--- config.mk ---
export PLATFORM = sky130hd
export DESIGN_NAME = rc_pulse_width_decoder_top
export DESIGN_NICKNAME = d
export VERILOG_FILES = /design/src/rtl/rcpwd_pkg.sv /design/src/rtl/rc_pulse_width_decoder_top.sv /design/src/rtl/rcpwd_map.sv
export VERILOG_INCLUDE_DIRS = /design/src /design/src/rtl
export SDC_FILE = /design/constraint.sdc
export NUM_CORES = 1
export LEC_CHECK = 0
export ABC_AREA = 1
export BUFFER_PORTS_ARGS = -buffer_cell sky130_fd_sc_hd__buf_2
export CAP_MARGIN = 20
export CORE_MARGIN = 2
export CORE_UTILIZATION = 55
export CTS_CLUSTER_DIAMETER = 150
export DETAILED_ROUTE_END_ITERATION = 8
export GPL_TIMING_DRIVEN = 1
export PLACE_DENSITY_LB_ADDON = 0.25
export SLEW_MARGIN = 20
export SYNTH_ARGS = -nofsm -noshare
export SYNTH_HDL_FRONTEND = slang
export SYNTH_SLANG_ARGS = --single-unit
--- constraint.sdc ---
create_clock -name clk -period 4.1 [get_ports clk]
set_input_delay 0.82 -clock clk [delete_from_list [all_inputs] [get_ports clk]]
set_output_delay 0.82 -clock clk [all_outputs]
set_load 0.05 [all_outputs]
--- src/rtl/rc_pulse_width_decoder_top_defines.svh ---
// ----------------------------------------------------------------------------
// RC pulse width decoder assertion macros
// Concurrent check wrappers clocked on clk with the active-low reset masked.
// ----------------------------------------------------------------------------
`ifndef RC_PULSE_WIDTH_DECODER_TOP_DEFINES_SVH
`define RC_PULSE_WIDTH_DECODER_TOP_DEFINES_SVH

`ifndef SYNTHESIS
// holds in the same cycle
`define RCPWD_ASSERT(label, prop, msg) \
  label: assert property (@(posedge clk) disable iff (!rst_n) (prop)) else $error(msg);
// antecedent this cycle, consequent next cycle
`define RCPWD_ASSERT_NXT(label, ante, cons, msg) \
  label: assert property (@(posedge clk) disable iff (!rst_n) (ante) |=> (cons)) \
    else $error(msg);
`else
`define RCPWD_ASSERT(label, prop, msg)
`define RCPWD_ASSERT_NXT(label, ante, cons, msg)
`endif

`endif

--- src/rtl/rcpwd_pkg.sv ---
// ----------------------------------------------------------------------------
// RC pulse width decoder package
// Shared widths, reset values, codes and the mapping unit interface types.
// ----------------------------------------------------------------------------
package rcpwd_pkg;

  localparam int CAPTURE_W        = 16;
  localparam int CFG_W            = 16;
  localparam int CFG_IDX_W        = 3;
  localparam int ANGLE_W          = 32;
  localparam int CAPTURE_BITS_DEF = 16;

  // serial mapping unit step counts
  localparam int MUL_STEPS = CFG_W;
  localparam int DIV_STEPS = ANGLE_W;
  localparam int STEP_CNT_W = $clog2(DIV_STEPS);

  // register indexes
  localparam logic [CFG_IDX_W-1:0] CFG_MIN_PULSE  = 3'd0;
  localparam logic [CFG_IDX_W-1:0] CFG_MAX_PULSE  = 3'd1;
  localparam logic [CFG_IDX_W-1:0] CFG_MID_WIDTH  = 3'd2;
  localparam logic [CFG_IDX_W-1:0] CFG_MAP_DEN    = 3'd3;
  localparam logic [CFG_IDX_W-1:0] CFG_ANGLE_BIAS = 3'd4;
  localparam logic [CFG_IDX_W-1:0] CFG_MAP_NUM    = 3'd5;
  localparam logic [CFG_IDX_W-1:0] CFG_SWITCH_THR = 3'd6;

  // register reset values
  localparam logic [CFG_W-1:0] RST_MIN_PULSE  = 16'd500;
  localparam logic [CFG_W-1:0] RST_MAX_PULSE  = 16'd2500;
  localparam logic [CFG_W-1:0] RST_MID_WIDTH  = 16'd1500;
  localparam logic [CFG_W-1:0] RST_MAP_DEN    = 16'd350;
  localparam logic [CFG_W-1:0] RST_ANGLE_BIAS = 16'd0;
  localparam logic [CFG_W-1:0] RST_MAP_NUM    = 16'd1500;
  localparam logic [CFG_W-1:0] RST_SWITCH_THR = 16'd1750;

  // channel codes
  localparam logic [1:0] CH_STEER = 2'd0;
  localparam logic [1:0] CH_BRAKE = 2'd1;
  localparam logic [1:0] CH_AUTON = 2'd2;
  localparam int         NUM_CH   = 3;

  typedef struct packed {
    logic             start;
    logic             neg;   // sign of (width - mid_width)
    logic [CFG_W-1:0] mag;   // magnitude of (width - mid_width)
  } map_req_t;

  typedef struct packed {
    logic               done;
    logic [ANGLE_W-1:0] angle;
  } map_rsp_t;

endpackage

--- src/rtl/rc_pulse_width_decoder_top.sv ---
// ----------------------------------------------------------------------------
// RC pulse width decoder top level
// Flow: a valid steering falling edge gets its angle from the bit-serial unit
//   (16 multiply + 32 divide steps); every other edge goes straight to emit.
// A new edge is accepted only when idle, once the last result has been emitted.
// Reset (sync, active low): registers to defaults, rise captures 0, brake 1.
// ----------------------------------------------------------------------------
`include "rc_pulse_width_decoder_top_defines.svh"

module rc_pulse_width_decoder_top #(
  parameter int CAPTURE_BITS = rcpwd_pkg::CAPTURE_BITS_DEF
) (
  input  logic                                   clk,
  input  logic                                   rst_n,
  input  logic                                   in_valid,
  output logic                                   in_ready,
  input  logic [1:0]                             in_channel,
  input  logic                                   in_level,
  input  logic [rcpwd_pkg::CAPTURE_W-1:0]        in_capture,
  output logic                                   out_valid,
  input  logic                                   out_ready,
  output logic                                   out_angle_valid,
  output logic signed [rcpwd_pkg::ANGLE_W-1:0]   out_angle,
  output logic                                   out_brake_on,
  output logic                                   out_auton_on,
  input  logic                                   cfg_wr_en,
  input  logic [rcpwd_pkg::CFG_IDX_W-1:0]        cfg_index,
  input  logic [rcpwd_pkg::CFG_W-1:0]            cfg_data
);
  import rcpwd_pkg::*;

  localparam int CapW = (CAPTURE_BITS < CAPTURE_W) ? CAPTURE_BITS : CAPTURE_W;
  localparam logic [CAPTURE_W:0]   CapOne  = 1;
  localparam logic [CAPTURE_W-1:0] CapMask = CAPTURE_W'((CapOne << CapW) - CapOne);

  typedef enum logic [2:0] {
    S_IDLE = 3'b001,
    S_CALC = 3'b010,
    S_EMIT = 3'b100
  } state_t;

  state_t                state_r, state_nxt;
  logic [CFG_W-1:0]      min_pulse_r, max_pulse_r, mid_width_r, map_den_r;
  logic [CFG_W-1:0]      angle_bias_r, map_num_r, switch_thr_r;
  logic [CapW-1:0]       rise_cap_r   [NUM_CH];
  logic [CapW-1:0]       rise_cap_nxt [NUM_CH];
  logic                  brake_r, brake_nxt;
  logic                  auton_r, auton_nxt;
  logic                  pend_valid_r, pend_valid_nxt;
  logic [ANGLE_W-1:0]    pend_angle_r, pend_angle_nxt;
  logic                  out_valid_r, out_valid_nxt;
  logic                  out_angle_valid_r;
  logic [ANGLE_W-1:0]    out_angle_r;
  logic                  out_brake_r, out_auton_r;

  logic                  accept;
  logic                  emit;
  logic [CAPTURE_W-1:0]  width;
  logic [CAPTURE_W:0]    diff;
  logic                  steer_ok;
  map_req_t              map_req;
  map_rsp_t              map_rsp;

  // configuration registers
  always_ff @(posedge clk) begin
    if (!rst_n) begin
      min_pulse_r  <= RST_MIN_PULSE;
      max_pulse_r  <= RST_MAX_PULSE;
      mid_width_r  <= RST_MID_WIDTH;
      map_den_r    <= RST_MAP_DEN;
      angle_bias_r <= RST_ANGLE_BIAS;
      map_num_r    <= RST_MAP_NUM;
      switch_thr_r <= RST_SWITCH_THR;
    end else if (cfg_wr_en) begin
      case (cfg_index)
        CFG_MIN_PULSE:  min_pulse_r  <= cfg_data;
        CFG_MAX_PULSE:  max_pulse_r  <= cfg_data;
        CFG_MID_WIDTH:  mid_width_r  <= cfg_data;
        CFG_MAP_DEN:    map_den_r    <= cfg_data;
        CFG_ANGLE_BIAS: angle_bias_r <= cfg_data;
        CFG_MAP_NUM:    map_num_r    <= cfg_data;
        CFG_SWITCH_THR: switch_thr_r <= cfg_data;
        default: ;
      endcase
    end
  end

  assign in_ready = (state_r == S_IDLE);
  assign accept   = in_valid && in_ready;
  assign emit     = (state_r == S_EMIT) && (!out_valid_r || out_ready);

  always_comb begin
    width    = in_capture & CapMask;
    diff     = {1'b0, width} - {1'b0, mid_width_r};
    steer_ok = (in_channel == CH_STEER) && !in_level &&
               (rise_cap_r[CH_STEER] != '0) &&
               (width > min_pulse_r) && (width < max_pulse_r);
  end

  always_comb begin
    map_req.start = accept && steer_ok;
    map_req.neg   = diff[CAPTURE_W];
    map_req.mag   = diff[CAPTURE_W] ? CFG_W'(~diff + 1'b1) : diff[CFG_W-1:0];
  end

  rcpwd_map u_map (
    .clk        (clk),
    .rst_n      (rst_n),
    .req        (map_req),
    .map_num    (map_num_r),
    .map_den    (map_den_r),
    .angle_bias (angle_bias_r),
    .rsp        (map_rsp)
  );

  always_comb begin
    state_nxt      = state_r;
    rise_cap_nxt   = rise_cap_r;
    brake_nxt      = brake_r;
    auton_nxt      = auton_r;
    pend_valid_nxt = pend_valid_r;
    pend_angle_nxt = pend_angle_r;
    case (state_r)
      S_IDLE: begin
        if (accept) begin
          if (in_level) begin
            for (int i = 0; i < NUM_CH; i++) begin
              if (in_channel == 2'(i)) begin
                rise_cap_nxt[i] = width[CapW-1:0];
              end
            end
          end else begin
            if (in_channel == CH_BRAKE && rise_cap_r[CH_BRAKE] != '0) begin
              brake_nxt = width > switch_thr_r;
            end
            if (in_channel == CH_AUTON && rise_cap_r[CH_AUTON] != '0) begin
              auton_nxt = width > switch_thr_r;
            end
          end
          pend_valid_nxt = steer_ok;
          pend_angle_nxt = '0;
          state_nxt      = steer_ok ? S_CALC : S_EMIT;
        end
      end
      S_CALC: begin
        if (map_rsp.done) begin
          pend_angle_nxt = map_rsp.angle;
          state_nxt      = S_EMIT;
        end
      end
      S_EMIT: begin
        if (emit) begin
          state_nxt = S_IDLE;
        end
      end
      default: begin
        state_nxt = S_IDLE;
      end
    endcase
  end

  // output register frees as soon as the consumer takes the transaction
  always_comb begin
    out_valid_nxt = out_valid_r && !out_ready;
    if (emit) begin
      out_valid_nxt = 1'b1;
    end
  end

  always_ff @(posedge clk) begin
    if (!rst_n) begin
      state_r     <= S_IDLE;
      brake_r     <= 1'b1;
      auton_r     <= 1'b0;
      out_valid_r <= 1'b0;
      for (int i = 0; i < NUM_CH; i++) begin
        rise_cap_r[i] <= '0;
      end
    end else begin
      state_r     <= state_nxt;
      brake_r     <= brake_nxt;
      auton_r     <= auton_nxt;
      out_valid_r <= out_valid_nxt;
      rise_cap_r  <= rise_cap_nxt;
    end
    pend_valid_r <= pend_valid_nxt;
    pend_angle_r <= pend_angle_nxt;
    if (emit) begin
      out_angle_valid_r <= pend_valid_r;
      out_angle_r       <= pend_angle_r;
      out_brake_r       <= brake_r;
      out_auton_r       <= auton_r;
    end
  end

  assign out_valid       = out_valid_r;
  assign out_angle_valid = out_angle_valid_r;
  assign out_angle       = out_angle_r;
  assign out_brake_on    = out_brake_r;
  assign out_auton_on    = out_auton_r;

  `RCPWD_ASSERT_NXT(a_one_at_a_time, accept, !in_ready, "accepted while busy")
  `RCPWD_ASSERT(a_angle_zero, !(out_valid && !out_angle_valid) || out_angle == '0, "stale angle")
  `RCPWD_ASSERT(a_done_in_calc, !map_rsp.done || state_r == S_CALC, "map done outside calc")
  `RCPWD_ASSERT_NXT(a_emit_loads, emit, out_valid, "emit did not load output")

endmodule

--- src/rtl/rcpwd_map.sv ---
// ----------------------------------------------------------------------------
// RC pulse width decoder steering map unit
// Bit-serial signed (mag * map_num) / map_den + angle_bias, 32-bit wrap (map_den 0 gives angle_bias).
// ----------------------------------------------------------------------------
module rcpwd_map (
  input  logic                              clk,
  input  logic                              rst_n,
  input  rcpwd_pkg::map_req_t               req,
  input  logic [rcpwd_pkg::CFG_W-1:0]       map_num,
  input  logic [rcpwd_pkg::CFG_W-1:0]       map_den,
  input  logic [rcpwd_pkg::CFG_W-1:0]       angle_bias,
  output rcpwd_pkg::map_rsp_t               rsp
);
  import rcpwd_pkg::*;

  typedef enum logic [5:0] {
    M_IDLE = 6'b000001,
    M_MUL  = 6'b000010,
    M_DIV  = 6'b000100,
    M_SIGN = 6'b001000,
    M_OFS  = 6'b010000,
    M_DONE = 6'b100000
  } map_state_t;

  map_state_t             state_r, state_nxt;
  logic [ANGLE_W-1:0]     acc_r, acc_nxt;     // product, then quotient
  logic [CFG_W-1:0]       md_r, md_nxt;       // multiplier bits, LSB first
  logic [CFG_W-1:0]       rem_r, rem_nxt;
  logic [STEP_CNT_W-1:0]  cnt_r, cnt_nxt;
  logic                   neg_r, neg_nxt;

  logic [CFG_W:0]         mul_sum;
  logic [CFG_W:0]         div_shift;
  logic [CFG_W:0]         div_diff;
  logic                   div_ge;

  always_comb begin
    mul_sum   = {1'b0, acc_r[ANGLE_W-1:CFG_W]} +
                (md_r[0] ? {1'b0, map_num} : '0);
    div_shift = {rem_r, acc_r[ANGLE_W-1]};
    div_ge    = div_shift >= {1'b0, map_den};
    div_diff  = div_shift - {1'b0, map_den};
  end

  always_comb begin
    state_nxt = state_r;
    acc_nxt   = acc_r;
    md_nxt    = md_r;
    rem_nxt   = rem_r;
    cnt_nxt   = cnt_r;
    neg_nxt   = neg_r;
    case (state_r)
      M_IDLE: begin
        if (req.start) begin
          acc_nxt   = '0;
          md_nxt    = req.mag;
          neg_nxt   = req.neg;
          cnt_nxt   = '0;
          state_nxt = M_MUL;
        end
      end
      M_MUL: begin
        acc_nxt = {mul_sum, acc_r[CFG_W-1:1]};
        md_nxt  = md_r >> 1;
        cnt_nxt = cnt_r + 1'b1;
        if (cnt_r == STEP_CNT_W'(MUL_STEPS - 1)) begin
          cnt_nxt   = '0;
          rem_nxt   = '0;
          state_nxt = M_DIV;
        end
      end
      M_DIV: begin
        // restoring division, one quotient bit per cycle
        rem_nxt = div_ge ? div_diff[CFG_W-1:0] : div_shift[CFG_W-1:0];
        acc_nxt = {acc_r[ANGLE_W-2:0], div_ge};
        cnt_nxt = cnt_r + 1'b1;
        if (cnt_r == STEP_CNT_W'(DIV_STEPS - 1)) begin
          state_nxt = M_SIGN;
        end
      end
      M_SIGN: begin
        if (map_den == '0) begin
          acc_nxt = '0;
        end else if (neg_r) begin
          acc_nxt = ~acc_r + 1'b1;
        end
        state_nxt = M_OFS;
      end
      M_OFS: begin
        acc_nxt   = acc_r + {{(ANGLE_W-CFG_W){1'b0}}, angle_bias};
        state_nxt = M_DONE;
      end
      M_DONE: begin
        state_nxt = M_IDLE;
      end
      default: begin
        state_nxt = M_IDLE;
      end
    endcase
  end

  always_ff @(posedge clk) begin
    if (!rst_n) begin
      state_r <= M_IDLE;
    end else begin
      state_r <= state_nxt;
    end
    acc_r <= acc_nxt;
    md_r  <= md_nxt;
    rem_r <= rem_nxt;
    cnt_r <= cnt_nxt;
    neg_r <= neg_nxt;
  end

  assign rsp.done  = (state_r == M_DONE);
  assign rsp.angle = acc_r;

endmodule
Word level (Yosys, flattened, before mapping)
Cells that the tools add are included.
Widths: inputs -> output; s select.

storage, ports and cells
  output and inout port bits = 37
  logic and storage cells = 139
  input port bits = 43
  bits in registers = 310

cells by class
  muxes and demuxes = 27
  $lt $le $gt $ge = 4
  bitwise operators = 3
  equality and inequality tests = 26
  reductions and logical operators = 46
  $add $sub $neg = 7

operators with widths
  cell                   count
  $mux 32                5
  $pmux 32 s5            1
  $mux 16                5
  $pmux 16 s2            2
  $pmux 32 s2            1
  $reduce_bool 16->1     3
  $add 32x1->32 const B  1
  $add 32x16->32         1
  $gt 16x16->1           2
  $not 32->32            1
  $pmux 6 s5             1
  $reduce_and 2->1       12
  $reduce_and 4->1       5
  $mux 6                 3
  $add 16x17->17         1
  $ge 17x16->1           1
  $sub 16x16->17         1
  $add 16x1->16 const B  1
  $logic_not 16->1       1
  $lt 16x16->1           1
  $not 16->16            1
  $sub 16x16->16         1
  $pmux 5 s3             1
  $eq 3x3->1 const B     4
  30 further kinds       57

Depth between registers and ports, before layout
  depth after elaboration = 8
  mapped depth = 18
  depth with buffers taken out = 18

Cells and area by module
Synthesis repeated with hierarchy kept, for this count alone.

second synthesis, totals
  cells, all modules = 2617
  area, all modules = 18860.6 sq um

modules (own cells, without submodules)
  module                      cells each  area each (sq um)  instances
  rc_pulse_width_decoder_top  1307        10746.6            1
  rcpwd_map                   1310        8114.0             1

Worst setup path after synthesis
OpenSTA, ideal clock, no wires.

  path type = input to register
  from = input port in_capture[9] (netlist bit)
  to = register u_map.acc_r[0], enable pin
  library setup time = 0.432 ns
  arrival time = 3.442 ns
  stages = 8
  slack = 0.226 ns
  required time = 3.668 ns
  cell sequence = ha_1 -> nand2_1 -> inv_1 -> o21ai_0 -> a21oi_1 -> nor3_1 -> nand4_1 -> a21oi_1

on the way
  cells in the longest elaborated chain, start to end = 6
  elaborated cells between the ends (all ways) = 7
  classes of those cells = 2 x order compare; 1 x eq/ne; 4 x reduce/logical

ends and longest elaborated chain
  element                       line                               source
  from (decl)                   rc_pulse_width_decoder_top.sv:19   input logic [rcpwd_pkg::CAPTURE_W-1:0] in_capture,
  $gt 16x16->1                  rc_pulse_width_decoder_top.sv:97   (width > min_pulse_r) && (width < max_pulse_r);
  $logic_and 1x1->1             rc_pulse_width_decoder_top.sv:96   (rise_cap_r[CH_STEER] != '0) &&
  $logic_and 1x1->1 *           rc_pulse_width_decoder_top.sv:97
  $logic_and 1x1->1 *           rc_pulse_width_decoder_top.sv:101  map_req.start = accept && steer_ok;
  $ne 2x2->1 (no line) *        --
  $reduce_and 3->1 (no line) *  --
  to (signal assigned)          rcpwd_map.sv:108                   acc_r <= acc_nxt;
  to (decl)                     rcpwd_map.sv:26                    logic [ANGLE_W-1:0] acc_r, acc_nxt;

Mark *: on every way between the ends. The rest lies on a longest branch, timed or not.
A chain may end at the register's enable or synchronous reset.

Final worst setup path
  from = register u_map.md_r[0]
  to = register u_map.acc_r[23] (data pin)

on the way
  cells in the longest elaborated chain, start to end = 3

ends and longest elaborated chain
  element                 line              source
  from (decl)             rcpwd_map.sv:27   logic [CFG_W-1:0] md_r, md_nxt;
  from (signal assigned)  rcpwd_map.sv:109  md_r <= md_nxt;
  $mux 16                 rcpwd_map.sv:39   (md_r[0] ? {1'b0, map_num} : '0);
  $add 16x17->17          rcpwd_map.sv:38   mul_sum = {1'b0, acc_r[ANGLE_W-1:CFG_W]} +
  $pmux 32 s5             rcpwd_map.sv:52   case (state_r)
  net u_map.acc_nxt[23]   rcpwd_map.sv:26

The timed path passes the listed nets, and every way through them passes these cells.

==> flow_summary.yaml <==
clock_network:
  cts_max_path_buffers: 3
  cts_setup_buffers: 0
  numCtsBuffers: 34
  holdBufCountCts: 0
  ctsResizeCount: 0
  clk_pin_slew_ns: 0.07
  cts_tree: "yes"
  worstSkewPairLatency_ns: 0.53
  h-tree-depth: 2
  cts.sinks: 310
  cts.root.buffer_cell: "clkbuf_16"
detailed_routing:
  drc_errors: 0
  met3RoutedLength_mm: 4.30
  dr_total_vias: 16400
  ant_nets: 0
  wl_met1_mm: 23.0
  wl_met2_mm: 21.3
  maxUsedRoutingLayer: "met4"
  first_iter_violations: 1708
  first_pass_iters: 6
  postRouteWirelength_mm: 49.8
  routedWlPerCell_um: 17.1
  vias_per_cell: 5.62
global_routing:
  grt_overflow: 0
  antenna_found_initial: 0
  grtUsageTotal: 0.292
  grt_pass1_vias: 14700
  grt_max_degree: 159
  grt_pass1_wl_mm: 78.6
timing:
  rsz0062_at_grt: "no"
  finalClockSkew_ns: 0.0202
  finalWorstSetupSlack_ns: 0.906
  slew_viol_final: 0
  worst_pin_slew_ns: 0.989
  relSlewSlack: 0.339
  period_needed_ns: 3.19
  post-route-period-util: 0.779
  hold_viol_final: 0
  setup_viol: 0
  fmax_mhz: 313
  tns_ns: 0
critical_path:
  worst_r2r_path_depth: 14
  crit_fanout: 16
  reg2reg_slack_ns: 0.91
  cpMaxStageDelayCell: "edfxtp_1"
  cp-start-kind: "flip-flop"
  cp.required_ns: 4.38
  arrival_ns: 3.48
  crit_family: "compound AO/OA/AOI/OAI gates"
  cpMostUsedCell: "nand2_1"
  crit_path_end_kind: "flip-flop"
  cp.depth: 14
  max_stage_delay_ns: 0.69
  path_class: "flip-flop to flip-flop"
  path_buf_inv: 2
  critical_path.cell_chain: "nand2_1 -> inv_1 -> ha_1 -> fa_1 -> nand3_1 -> nand3_1 -> a21boi_0 -> inv_1 -> nand2_1 -> nand2_1 -> o21ai_0 -> o21ai_0 -> a21oi_1 -> nand2_1"
  rr_endpoint: "u_map.acc_r[23]"
  reg2reg_from: "u_map.md_r[0]"
layout:
  antenna_cells: 0
  final_common_cell: "nand2_1"
  drive_above_1_share: 0.0864
  final_cell_mix: "nand2_1, inv_1, nor2_1, o21ai_0, a21oi_1"
  area_growth_pct: 10.6
  fin_nets: 2619
  fillers: 2840
  fin_cells: 2920
floorplanning:
  core_area_um2: 32500
  rows: 66
  dieArea_um2: 34400
  die_y_um: 185
  start_util: 0.558
  die_w_um: 185
  io_pins: 80
hold_path:
  min-delay-start: "pend_angle_r[11]"
  hold_depth: 0
  hold_end: "out_angle[11]"
  hold_path.class: "flip-flop to flip-flop"
place:
  portBuffers: 79
  dp_slack_ns: 0.671
  placed_cells: 2861
  dp.final_hpwl_mm: 36.8
  place_congestion: 0.943
power:
  internal-power_mw: 5.26
  peakVddDrop_uv: 337
  p_seq_frac: 0.471
  switching_share: 0.263
  combinationalPowerShare: 0.119
  power_density_nw_per_um2: 357
  switching_power_mw: 1.88
  power.leakage_nw: 8.92
  clockPowerShare: 0.410
logic_synthesis:
  synth_edf_count: 138
  ys_seq_area_frac: 0.419
  synth_top_area_frac: 0.229
  synth_cells: 2394
  syn_area_um2: 18100
  synth_ff_type: "dfxtp_1"
  synth.avg_cell_area_um2: 7.56
  yosysWarnings: 0
  ys_async_sr_fraction: 0
  synth_fp_nets: 2558
  synth_top_cell_by_area: "edfxtp_1"
  ys_ff_latch: 310
  synth.area.top_cells: "edfxtp_1, dfxtp_1, nand2_1"
  synth.distinct_cells: 54
status:
  status: "finished clean"
flow_run:
  maxCapViolations: 0
-- power by group through the flow --
stage | Sequential (mW) | Combinational (mW) | Clock, mW
final | 3.36 | 0.852 | 2.93
after global routing | 3.37 | 0.962 | 3.09
after CTS | 3.36 | 0.842 | 2.97
after detailed placement | 3.43 | 0.836 | 0
after global placement | 3.43 | 0.815 | 0
after floorplan | 3.44 | 0.567 | 0
-- stage by stage --
step                      area (µm²)   util  hold slack (ns)  power (mW)
after global placement         18900  0.584            0.401        4.24
after floorplan                18100      -            0.400        4.01
final                          20000  0.617            0.417        7.14
after CTS                      20000  0.617            0.418        7.18
after detailed placement       18900  0.584            0.405        4.27
after global routing           20000  0.617            0.422        7.42
-- Yosys cell counts (all sizes together), types with 4 or more instances --
library cell	n
edfxtp	138
fa	4
a31oi	5
nor4	7
nor2	287
xnor2	10
o2111ai	10
nand2	456
o22ai	11
dfxtp	172
nand4	44
o211ai	29
clkbuf	55
ha	117
xor2	13
nand3b	8
nor3	29
or2	10
o21bai	5
nand3	155
o21ai	233
a21oi	222
buf	16
inv	330
a21o	10
-- layout make-up --
cell class	count	area, µm²	share of cell area
clock buffer	46	968	0.0484
clock inverter	13	101	0.00506
inverter	332	1250	0.0623
multi-input combinational	1681	9020	0.451
sequential	310	7590	0.379
tap	442	553	0.0276
timing repair buffer	96	538	0.0269
-- how the worst max path moves through the flow --
stage | start | to
finish | u_map.md_r[0] | u_map.acc_r[23]
global route | u_map.md_r[0] | u_map.acc_r[23]
CTS | u_map.md_r[0] | u_map.acc_r[23]
detailed placement | in_capture[15] | u_map.md_r[13]
global placement | in_capture[9] | u_map.md_r[15]
floorplan | in_capture[9] | u_map.acc_r[0]
-- worst reg2reg max path, cell delays in order, from the launching register on --
cell and delay [ns]:
edfxtp_1 0.69, nand2_1 0.19, inv_1 0.06, ha_1 0.21, fa_1 0.41, nand3_1 0.10, nand3_1 0.18, a21boi_0 0.21
inv_1 0.09, nand2_1 0.08, nand2_1 0.06, o21ai_0 0.32, o21ai_0 0.16, a21oi_1 0.14, nand2_1 0.06
-- kinds of logic (layout without fill, tap and decap cells) --
kind of cell	after synthesis	in the layout	synth area share
buffers and inverters	403	487	0.0851
adders and majority gates	121	121	0.0853
AOI/OAI and AO/OA	538	538	0.161
xor gates and xnor gates	23	23	0.0111
and+or+nand+nor	999	999	0.238
DFF	310	310	0.419
-- registers in the layout, indices dropped and copies added, names as in the netlist, 3 cells and up --
name,cells
angle_bias_r,16
min_pulse_r,16
switch_thr_r,16
pend_angle_r,32
max_pulse_r,16
u_map.state_r,6
rise_cap_r,48
u_map.rem_r,16
map_den_r,16
u_map.acc_r,32
state_r,3
u_map.cnt_r,5
out_angle,32
u_map.md_r,16
mid_width_r,16
map_num_r,16
-- metal layers --
layer,vias up,track usage
met2,663,0.447
met1,7480,0.428
met4,0,0.0813
met3,89,0.0450
met5,-,0
li1,8173,-
Note: power is estimated with default switching activity, not from simulation.
